**src/rtl/gaussian_blur_3x3_macros.svh**
```systemverilog
// Assertion macros for the 3x3 blur block.
`ifndef GAUSSIAN_BLUR_3X3_MACROS_SVH
`define GAUSSIAN_BLUR_3X3_MACROS_SVH

// Check a property on every clock edge outside reset.
`define GB3_ASSERT(lbl, prop, msg) \
  lbl: assert property (@(posedge clk) disable iff (!rst_n) (prop)) else $error(msg);

// Check that a condition leads to a consequence on the next clock edge.
`define GB3_ASSERT_NEXT(lbl, ante, cons, msg) \
  lbl: assert property (@(posedge clk) disable iff (!rst_n) (ante) |=> (cons)) \
    else $error(msg);

`endif

```
**src/rtl/gb3_pkg.sv**
```systemverilog
// Shared types and constants of the 3x3 blur block.
`timescale 1ns / 1ps

package gb3_pkg;

  localparam int NUM_CH      = 4;
  localparam int CHAN_W      = 8;
  localparam int PIX_W       = NUM_CH * CHAN_W;
  localparam int COLSUM_W    = CHAN_W + 2;
  localparam int SUM_W       = CHAN_W + 4;
  localparam int COORD_W     = 11;
  localparam int CFG_IDX_W   = 2;
  localparam int CFG_DATA_W  = 12;
  localparam int CH_CNT_W    = 3;
  localparam int WIDTH_RST   = 640;
  localparam int HEIGHT_RST  = 480;
  localparam logic [NUM_CH-1:0] CH_MASK_RST = 4'b0111;

  typedef enum logic [CFG_IDX_W-1:0] {
    CFG_WIDTH,
    CFG_HEIGHT,
    CFG_CHANNELS
  } cfg_idx_t;

  typedef struct packed {
    logic shift;
    logic load;
  } gb3_lane_ctl_t;

endpackage

```
**src/rtl/gb3_lane.sv**
```systemverilog
// One channel lane: column sum, two-column window and 1-2-1 combine.
`timescale 1ns / 1ps

module gb3_lane (
  input  logic                        clk,
  input  gb3_pkg::gb3_lane_ctl_t      ctl,
  input  logic                        chan_on,
  input  logic [gb3_pkg::CHAN_W-1:0]  up,
  input  logic [gb3_pkg::CHAN_W-1:0]  mid,
  input  logic [gb3_pkg::CHAN_W-1:0]  cur,
  output logic [gb3_pkg::CHAN_W-1:0]  res
);

  logic [gb3_pkg::COLSUM_W-1:0] col_sum;
  logic [gb3_pkg::SUM_W-1:0]    total;
  logic [gb3_pkg::COLSUM_W-1:0] wa_r;
  logic [gb3_pkg::COLSUM_W-1:0] wb_r;
  logic [gb3_pkg::CHAN_W-1:0]   res_r;

  always_comb begin
    col_sum = {2'b00, up} + {1'b0, mid, 1'b0} + {2'b00, cur};
    total   = {2'b00, wa_r} + {1'b0, wb_r, 1'b0} + {2'b00, col_sum};
  end

  always_ff @(posedge clk) begin
    if (ctl.shift) begin
      wa_r <= wb_r;
      wb_r <= col_sum;
    end
    if (ctl.load) begin
      res_r <= chan_on ? total[gb3_pkg::SUM_W-1:4] : '0;
    end
  end

  assign res = res_r;

endmodule

```
**config.mk**
```make
export PLATFORM = sky130hd
export DESIGN_NAME = gb3_lane
export DESIGN_NICKNAME = d
export VERILOG_FILES = /design/src/rtl/gaussian_blur_3x3_macros.svh /design/src/rtl/gb3_pkg.sv /design/src/rtl/gb3_lane.sv
export SDC_FILE = /design/constraint.sdc
export NUM_CORES = 1
export LEC_CHECK = 0
export BUFFER_PORTS_ARGS = -buffer_cell sky130_fd_sc_hd__buf_2
export CELL_PAD_IN_SITES_DETAIL_PLACEMENT = 1
export CELL_PAD_IN_SITES_GLOBAL_PLACEMENT = 2
export CORE_MARGIN = 5
export CORE_UTILIZATION = 39
export CTS_CLUSTER_SIZE = 40
export DETAILED_ROUTE_END_ITERATION = 6
export PLACE_DENSITY = 0.82
export SKIP_CTS_REPAIR_TIMING = 1
export SLEW_MARGIN = 20
export SYNTH_ARGS = -nofsm -noshare
export SYNTH_HDL_FRONTEND = slang
export SYNTH_SLANG_ARGS = --single-unit
```
**constraint.sdc**
```tcl
create_clock -name clk -period 9.4 [get_ports clk]
set_clock_uncertainty 0.05 [all_clocks]
set_input_delay 0.94 -clock clk [delete_from_list [all_inputs] [get_ports clk]]
set_output_delay 0.94 -clock clk [all_outputs]
set_load 0.05 [all_outputs]
```
# Yosys cells after proc, flatten, opt, wreduce, memory -nomap -nowiden
# Index checks and enable logic that the tools add are counted.
# Widths: inputs -> output; s select.
[classes]
n_addsub = 4
[op_table]
columns = ["op", "count"]
rows = [
  ["$add 10x11->12", 1],
  ["$add 12x10->12", 1],
  ["$add 10x8->10", 1],
  ["$add 8x9->10", 1],
]
[totals]
reg_bits = 28
elab_cells = 7

# Depth between registers and ports, before layout
# Gate-level depths: netlist of the first run.
[depth]
depth_word = 3
mapped_depth = 16
mapped_depth_nobuf = 16

# Worst setup path before layout of the first run
# Ideal clock, no wire load.
[synth_path]
kind = "input-to-reg"
from = "input port up[1] (netlist bit)"
to = "register res_r, in the netlist res[7], data pin"
setup_time_ns = 0.267
t_arrival_ns = 4.537
t_required_ns = 9.083
path_slack_ns = 4.545
stages = 16
n_path_buf = 0
cell_sequence = "inv_1 fa_1 inv_1 ha_1 fa_1 a21o_1 a21o_1 a21oi_1 nor3_1 fa_1 inv_1 ha_1 a21o_1 a221o_1 a221oi_2 o21ai_0"
[synth_between]
elab_chain_cells = 3
[synth_rtl]
columns = ["item", "line", "text"]
rows = [
  ["start: declaration", "gb3_lane.sv:8", "input logic [gb3_pkg::CHAN_W-1:0] up,"],
  ["$add 8x9->10", "gb3_lane.sv:21", "col_sum = {2'b00, up} + {1'b0, mid, 1'b0} + {2'b00, cur};"],
  ["$add 10x8->10", "gb3_lane.sv:21", ""],
  ["$add 12x10->12", "gb3_lane.sv:22", "total = {2'b00, wa_r} + {1'b0, wb_r, 1'b0} + {2'b00, col_sum};"],
  ["end signal: assignment", "gb3_lane.sv:31", "res_r <= chan_on ? total[gb3_pkg::SUM_W-1:4] : '0;"],
  ["end: declaration", "gb3_lane.sv:18", "logic [gb3_pkg::CHAN_W-1:0] res_r;"],
]
# No other way between the ends.
# A chain may end at the register's enable or synchronous reset.

# Worst setup path in the final report of the first run
# Ends and elaborated chain as after synthesis.

==> flow_summary.yaml, run 1 <==
timing:
  worstMarginPinSlew_ns: 0.472
  setup_viol: 0
  period_minus_slack_ns: 4.92
  maxSlewHeadroom_pct: 68.5
  fmax_mhz: 203
  fin_ws_ns: 4.48
  setup_tns_ns: 0
  post-route-period-util_pct: 52.3
  grt_setup_unrepaired: "no"
  final-hold-violation-count: 0
  slew_violations: 0
yosys:
  synth_edf_count: 28
  yosys_most_used_dff: "edfxtp_1"
  synthDistinctLibCells: 32
  yosys_warnings: 0
  ys_ff_latch: 28
  ys_seq_area_share_pct: 39.8
  syn_nets: 251
  syn_inst: 188
  synth.area.top_cells: "edfxtp_1 40%, fa_1 16%, ha_1 11%, inv_1 8.7%, mux2i_1 1.9%"
  synth_top_area_share_pct: 39.8
  syn_area_sq_mm: 0.00211
  avgSynthCellArea_sq_um: 11.2
  synth_top_area_cell: "edfxtp_1"
  async_flop_share_pct: 0
die:
  core_sq_mm: 0.00517
  dieWidth_um: 83.6
  ioPinCount: 36
  die_h_um: 83.6
  fp-row-count: 26
  die_area_sq_mm: 0.00699
  initial_core_util_pct: 40.9
global_routing:
  grt_pass1_vias: 1555
  use_met1_pct: 14.7
  grt_remaining_overflow: 0
  grtUsageMet3_pct: 1.58
  antenna_found_initial: 0
  grtUsageMet2_pct: 20.4
  track_usage_pct: 11.8
  grt_pass1_wl_mm: 6.77
  grt_max_degree: 21
  grt-busiest-layer: "met2"
critical_path:
  path_class: "in2reg"
  crit_fanout: 5
  path_delay_family: "adder cells"
  critPathRequiredTime_ns: 9.37
  end_kind: "register"
  crit_buf_inv: 4
  arrival_ns: 4.89
  crit_slowest_cell: "fa_1"
  slowest_delay_ns: 0.52
  start_kind: "input port"
  cp_cell_sequence: "buf_2 > inv_1 > fa_1 > inv_1 > ha_1 > fa_1 > a21o_1 > a21oi_1 > nor4b_1 > nor3_1 > fa_1 > inv_1 > ha_1 > a21o_1 > a221o_1 > a221oi_2 > o21ai_0"
clock_tree:
  cts_buffers: 3
  path_clk_slew_ns: 0.09
  root_buffer: "clkbuf_8"
  cts_sinks: 28
  clk_latency_ns: 0.27
  tritoncts: "done"
  max-clock-path-buffers: 2
  htree_levels: 1
drt:
  routedWlPerCell_um: 12.7
  finalWirelength_mm: 3.74
  antenna_left: 0
  drtIter0Drc: 28
  dr.pass1.iters: 4
  num_vias: 1405
  vias_per_cell: 4.76
  drc: 0
placement:
  gp_congestion: 0.742
  dp_worst_setup_slack_ns: 4.18
  portBuffers: 35
  dp.cells: 292
  hpwl_mm: 3.23
power_and_ir_drop:
  p_leak_nw: 1.17
  power_density_mw_per_mm2: 303
  peakVddDrop_mv: 0.107
hold_path:
  hp-class: "reg2reg"
run:
  cap_violations: 0
finish:
  layout.cells.non_filler: 295
  multi_input_area_sq_mm: 0.00108
  drive_above_1_share_pct: 18.2
  layout.area.seq_sq_um: 841
  fill_cells: 577
  syn2layout_area_growth_pct: 14.2
  final_nets: 290
  diodes: 0
outcome:
  status: "finished clean"
## flip-flops by register name (all words and copies together), names as in the netlist
name and cells:
res 8, wa_r 10, wb_r 10
## worst reg2reg max path, cell delays in order (launching register included)
cell      delay (ns)
edfxtp_1        0.33
inv_1           0.05
fa_1            0.53
inv_1           0.04
ha_1            0.36
and3_1          0.23
a221o_1         0.33
a221oi_2        0.33
o21ai_0         0.14
## final cells by class
cell class / count / share of cell area, %
multi-input combinational: 110 / 44.9
tap: 70 / 3.63
sequential: 28 / 34.8
timing repair buffer: 35 / 7.26
inverter: 49 / 7.62
clock buffer: 3 / 1.71
## where the power goes
group | leakage [nW] | switching [mW] | internal, mW | total (mW)
logic | 0.873 | 0.281 | 0.190 | 0.471
clock network | 0.0216 | 0.0355 | 0.0288 | 0.0643
registers | 0.277 | 0.00966 | 0.187 | 0.197
## kinds of logic (layout without fill, tap and decap cells)
| group | count (synthesis) | after routing | synth area share, % |
|---|---|---|---|
| xor+xnor | 7 | 7 | 2.90 |
| mux | 4 | 4 | 1.89 |
| compound gates | 31 | 31 | 11.8 |
| flops | 28 | 28 | 39.8 |
| fa+ha+maj | 35 | 35 | 26.8 |
| buf+inv | 50 | 87 | 8.88 |
| simple gates | 33 | 33 | 7.99 |
## through the flow
step	hold WS, ns	instance area (sq um)	power (mW)	utilization [%]
2_1_floorplan	0.376	2110	0.578	-
3_3_place_gp	0.382	2370	0.664	45.9
3_5_place_dp	0.383	2370	0.678	45.9
4_1_cts	0.406	2410	0.746	46.7
5_1_grt	0.413	2410	0.809	46.7
6_report	0.403	2410	0.732	46.7
## cells in the mapped netlist (3+ instances only)
cell and count:
a21o_1 5, a21oi_1 5, edfxtp_1 28, fa_1 17, ha_1 18, inv_1 49
mux2i_1 4, nand2_1 9, nand2b_1 6, nor2_1 4, nor3_1 8, o21a_1 4
o21ai_0 4, xnor2_1 4, xor2_1 3
## layout by cell type (no fill, tap or decap)
cell type	Yosys	final
nor4b_1	1	1
nand2b_1	6	6
a21o_1	5	5
nor2_1	4	4
a221o_1	1	1
a21oi_1	5	5
edfxtp_1	28	28
and2_1	1	1
nand2_1	9	9
xor2_1	3	3
a21boi_0	2	2
clkbuf_8	0	3
o21bai_1	1	1
o41ai_2	1	1
o21ai_0	4	4
mux2i_1	4	4
buf_2	0	35
o21a_1	4	4
nand4b_1	1	1
nor3_1	8	8
a221oi_2	1	1
a311o_1	1	1
and3_1	1	1
ha_1	18	18
or3_1	1	1
a31oi_1	2	2
a2111oi_4	1	1
o211ai_1	1	1
fa_1	17	17
xnor2_1	4	4
a211oi_1	2	2
inv_1	49	49
nor2b_1	1	1
## routing by layer
| layer | share of wire [%] | wire [um] |
|---|---|---|
| met1 | 45 | 1700 |
| met2 | 49 | 1820 |
| met3 | 3.8 | 142 |
| met4 | 2.1 | 79 |
| met5 | 0 | 0 |
## final timing paths
kind,start,slack (ns),cells after the start,endpoint
max,up[1],4.48,17,res[7]
min,wb_r[5],0.40,0,wa_r[5]
max reg2reg,wa_r[6],6.76,8,res[7]
min reg2reg,wb_r[5],0.40,0,wa_r[5]
(Power assumes the default switching activity.)
==> run 2: changes to the inputs <==
--- a/config.mk
+++ b/config.mk
@@ -9,10 +9,10 @@
 export CELL_PAD_IN_SITES_DETAIL_PLACEMENT = 1
 export CELL_PAD_IN_SITES_GLOBAL_PLACEMENT = 2
 export CORE_MARGIN = 5
-export CORE_UTILIZATION = 39
+export CORE_UTILIZATION = 37
 export CTS_CLUSTER_SIZE = 40
 export DETAILED_ROUTE_END_ITERATION = 6
-export PLACE_DENSITY = 0.82
+export PLACE_DENSITY = 0.78
 export SKIP_CTS_REPAIR_TIMING = 1
 export SLEW_MARGIN = 20
 export SYNTH_ARGS = -nofsm -noshare
==> constraint.sdc (replaced) <==
create_clock -name clk -period 4.9 [get_ports clk]
set_clock_uncertainty 0.05 [all_clocks]
set_input_delay 0.49 -clock clk [delete_from_list [all_inputs] [get_ports clk]]
set_output_delay 0.49 -clock clk [all_outputs]
set_load 0.05 [all_outputs]
==> flow_summary.yaml, run 2 (same netlist as run 1, synthesis figures left out) <==
outcome:
  status: "finished clean"
global_routing:
  antenna_found_initial: 0
  track_usage_pct: 11.3
  grt_max_degree: 21
  grt_pass1_wl_mm: 6.58
  grt_pass1_vias: 1524
  grt_remaining_overflow: 0
die:
  dieWidth_um: 85.6
  ioPinCount: 36
  initial_core_util_pct: 38.1
  fp-row-count: 27
  core_sq_mm: 0.00554
  die_h_um: 85.6
  die_area_sq_mm: 0.00732
critical_path:
  r2r_end: "res[7]"
  regToRegSetupSlack_ns: 2.29
  path_class: "in2reg"
  end_kind: "register"
  crit_slowest_cell: "fa_1"
  path_depth: 17
  arrival_ns: 4.46
  crit_fanout: 5
  timing.rr.start: "wa_r[6]"
  cp_cell_sequence: "buf_2 > inv_1 > fa_1 > inv_1 > ha_1 > fa_1 > a21o_1 > a21oi_1 > nor4b_1 > nor3_1 > fa_1 > inv_1 > ha_1 > a21o_1 > a221o_1 > a221oi_2 > o21ai_0"
  crit_buf_inv: 4
  start_kind: "input port"
  path_delay_family: "adder cells"
  reg2regPathDepth: 8
  worstSetupStartpoint: "up[1]"
  crit_path_end: "res[7]"
  slowest_delay_ns: 0.52
  critPathRequiredTime_ns: 4.89
clock_tree:
  path_clk_slew_ns: 0.10
  cts_sinks: 28
  tritoncts: "done"
  htree_levels: 1
  cts_buffers: 3
  max-clock-path-buffers: 2
  root_buffer: "clkbuf_8"
  clk_latency_ns: 0.28
timing:
  grt_setup_unrepaired: "no"
  post-route-period-util_pct: 91.2
  maxSlewHeadroom_pct: 69.5
  setup_tns_ns: 0
  fmax_mhz: 224
  final-hold-violation-count: 0
  worstMarginPinSlew_ns: 0.454
  period_minus_slack_ns: 4.47
  slew_violations: 0
  setup_viol: 0
run:
  cap_violations: 0
drt:
  drtIter0Drc: 49
  num_vias: 1418
  routedWlPerCell_um: 12.4
  drc: 0
  vias_per_cell: 4.76
  dr.pass1.iters: 4
  finalWirelength_mm: 3.69
  antenna_left: 0
hold_path:
  hp-start: "wb_r[5]"
  hp-class: "reg2reg"
finish:
  diodes: 0
  final_nets: 290
  fill_cells: 647
  final_cell_mix: "49 x inv_1, 35 x buf_2, 28 x edfxtp_1, 18 x ha_1, 17 x fa_1"
  drive_above_1_share_pct: 18.1
  mostFrequentLayoutCell: "inv_1"
  multi_input_area_sq_mm: 0.00108
  layout.area.seq_sq_um: 841
  postLayoutCellArea_sq_mm: 0.00242
  layout.cells.non_filler: 298
  syn2layout_area_growth_pct: 14.5
placement:
  hpwl_mm: 3.14
  portBuffers: 35
  place_area_sq_mm: 0.00237
  gp_congestion: 0.710
  dp.cells: 294
power_and_ir_drop:
  power_density_mw_per_mm2: 580
  p_leak_nw: 1.17
  peakVddDrop_mv: 0.301
-- run 2: cell count changes in the layout (fill, tap and decap cells not counted) --
cell / change
clkinv_1: +1
-- run 2: worst min path at each step --
stage | to | slack [ns] | cells after the start
2_1_floorplan | wa_r[0] | 0.38 | 0
5_1_grt | wa_r[5] | 0.42 | 0
3_5_place_dp | wa_r[5] | 0.38 | 0
4_1_cts | wa_r[5] | 0.40 | 0
3_3_place_gp | wa_r[0] | 0.38 | 0
6_report | wa_r[5] | 0.39 | 0
-- run 2: power breakdown --
| group | switching, mW | leakage (nW) | internal, mW |
|---|---|---|---|
| clock network | 0.0747 | 0.0231 | 0.0565 |
| registers | 0.0187 | 0.277 | 0.360 |
| logic | 0.531 | 0.873 | 0.362 |
| total | 0.624 | 1.17 | 0.778 |
-- run 2: worst reg2reg max path, cell delays in order (launching register included) --
cell and delay (ns):
edfxtp_1 0.34, inv_1 0.06, fa_1 0.52, inv_1 0.04, ha_1 0.35, and3_1 0.24
a221o_1 0.33, a221oi_2 0.32, o21ai_0 0.13
-- run 2: per-layer routing --
metal | GRT usage (%) | vias to the layer above | share of wire, % | routed length [um]
met5 | 0 | - | 0 | 0
met1 | 13.5 | 681 | 44 | 1640
met3 | 1.73 | 5 | 4.1 | 151
met4 | 5.18 | 0 | 2.4 | 87
met2 | 19.8 | 26 | 49 | 1820
li1 | - | 706 | - | -
-- run 2: per-stage QoR --
step	hold slack, ns	power [mW]	setup WS (ns)	utilization, %
after detailed placement	0.384	1.29	0.121	42.9
after global placement	0.379	1.28	0.182	42.9
after floorplan	0.376	1.11	0.495	-
after CTS	0.400	1.43	0.428	43.7
final	0.393	1.40	0.431	43.7
after global routing	0.423	1.55	0.216	43.7
-- run 2: cell type report --
type | count | share of cell area [%]
clock buffers | 3 | 1.71
well taps | 72 | 3.72
inverters | 49 | 7.60
multi-input cells | 110 | 44.8
repair buffers | 35 | 7.24
flip-flops and latches | 28 | 34.7
clock inverters | 1 | 0.155
==> run 3: changes to the inputs <==
==> constraint.sdc (replaced) <==
create_clock -name clk -period 4.72 [get_ports clk]
set_clock_uncertainty 0.05 [all_clocks]
set_input_delay 0.472 -clock clk [delete_from_list [all_inputs] [get_ports clk]]
set_output_delay 0.472 -clock clk [all_outputs]
set_load 0.05 [all_outputs]
==> flow_summary.yaml, run 3 (same netlist as run 1, synthesis figures left out) <==
timing:
  period_minus_slack_ns: 4.44
  fin_ws_ns: 0.283
  fmax_mhz: 225
  hold_ws_ns: 0.407
  maxSlewHeadroom_pct: 68.1
  slew_violations: 0
  final-hold-violation-count: 0
  setup_tns_ns: 0
  grt_setup_unrepaired: "no"
  worstMarginPinSlew_ns: 0.476
  setup_viol: 0
  post-route-period-util_pct: 94.0
global_routing:
  grt_pass1_wl_mm: 6.55
  grt_pass1_vias: 1506
  grt_remaining_overflow: 0
  track_usage_pct: 11.1
  grt_max_degree: 21
  antenna_found_initial: 0
finish:
  syn2layout_area_growth_pct: 15.2
  final_cell_mix: "49 x inv_1, 35 x buf_2, 28 x edfxtp_1, 18 x ha_1, 17 x fa_1"
  utilization_pct: 43.9
  diodes: 0
  mostFrequentLayoutCell: "inv_1"
  final_nets: 292
  postLayoutCellArea_sq_mm: 0.00243
  drive_above_1_share_pct: 18.9
  layout.cells.non_filler: 300
  fill_cells: 648
drt:
  drtIter0Drc: 58
  finalWirelength_mm: 3.62
  vias_per_cell: 4.67
  num_vias: 1400
  routedWlPerCell_um: 12.1
  antenna_left: 0
  drc: 0
  dr.pass1.iters: 4
hold_path:
  holdPathStages: 0
  whs_endpoint: "wa_r[4]"
  hp-start: "wb_r[4]"
  hp-class: "reg2reg"
power_and_ir_drop:
  power_frac_clock_pct: 8.9
  power_mw: 1.46
  switchingPower_mw: 0.650
  seqPwrFrac_pct: 26.8
  p_comb_share_pct: 64.3
  sw_frac_of_total_pct: 44.5
  power_density_mw_per_mm2: 600
  power.internal_mw: 0.811
  peakVddDrop_mv: 0.244
  p_leak_nw: 1.18
critical_path:
  critPathRequiredTime_ns: 4.69
  end_kind: "register"
  timing.rr.start: "wa_r[6]"
  reg2regPathDepth: 8
  crit_fanout: 5
  arrival_ns: 4.41
  regToRegSetupSlack_ns: 2.06
  start_kind: "input port"
  r2r_end: "res[7]"
  path_class: "in2reg"
die:
  die_area_sq_mm: 0.00732
  dieWidth_um: 85.6
  initial_core_util_pct: 38.1
  die_h_um: 85.6
  core_sq_mm: 0.00554
  fp-row-count: 27
  ioPinCount: 36
placement:
  place_area_sq_mm: 0.00239
  dp.cells: 296
  gp_congestion: 0.684
  hpwl_mm: 3.14
  dp_worst_setup_slack_ns: -0.0370
  portBuffers: 35
clock_tree:
  max-clock-path-buffers: 2
  path_clk_slew_ns: 0.09
  root_buffer: "clkbuf_8"
  htree_levels: 1
  clk_latency_ns: 0.27
  cts_sinks: 28
  tritoncts: "done"
  cts_buffers: 3
run:
  cap_violations: 0
outcome:
  status: "finished clean"
==> run 3: changes by cell type in the layout (fill, tap and decap cells not counted), sizes merged <==
cell and delta:
buf +2
==> run 3: layout make-up <==
class / count / area, sq um / share of cell area [%]
multi-input combinational: 110 / 1080 / 44.6
timing repair buffer: 37 / 190 / 7.81
tap: 72 / 90.1 / 3.70
inverter: 49 / 184 / 7.55
sequential: 28 / 841 / 34.5
clock buffer: 3 / 41.3 / 1.70
clock inverter: 1 / 3.75 / 0.154
==> run 3: worst max-delay path, cell delays in order <==
cell and delay (ns):
buf_2 0.07, inv_1 0.04, fa_1 0.53, inv_1 0.04, ha_1 0.23, fa_1 0.41, a21o_1 0.20, a21oi_1 0.20
nor4b_1 0.09, nor3_1 0.28, fa_1 0.46, inv_1 0.07, ha_1 0.27, a21o_1 0.20, a221o_1 0.37, a221oi_2 0.32
o21ai_0 0.14
==> run 3: worst max path at each step <==
stage	end	start	slack, ns	cells after the start
after floorplan	res[7]	up[1]	0.33	16
after global placement	res[7]	up[1]	0.07	17
after detailed placement	res[7]	up[1]	-0.04	17
after CTS	res[7]	up[1]	0.25	17
after global routing	res[7]	up[1]	0.07	17
final	res[7]	up[1]	0.28	17
==> run 3: power by group through the flow <==
stage	combinational, mW	sequential, mW	clock, mW
after detailed placement	0.951	0.400	0
after CTS	0.959	0.394	0.137
after floorplan	0.641	0.511	0
final	0.939	0.392	0.130
after global routing	1.07	0.400	0.146
after global placement	0.940	0.395	0
==> run 3: per-layer routing <==
| layer | vias to the layer above | track usage (%) | part of all wire [%] |
|---|---|---|---|
| met2 | 21 | 20.1 | 52 |
| met5 | - | 0 | 0 |
| met4 | 0 | 3.88 | 1.0 |
| met1 | 669 | 13.4 | 44 |
| met3 | 2 | 1.73 | 3.1 |
| li1 | 708 | - | - |
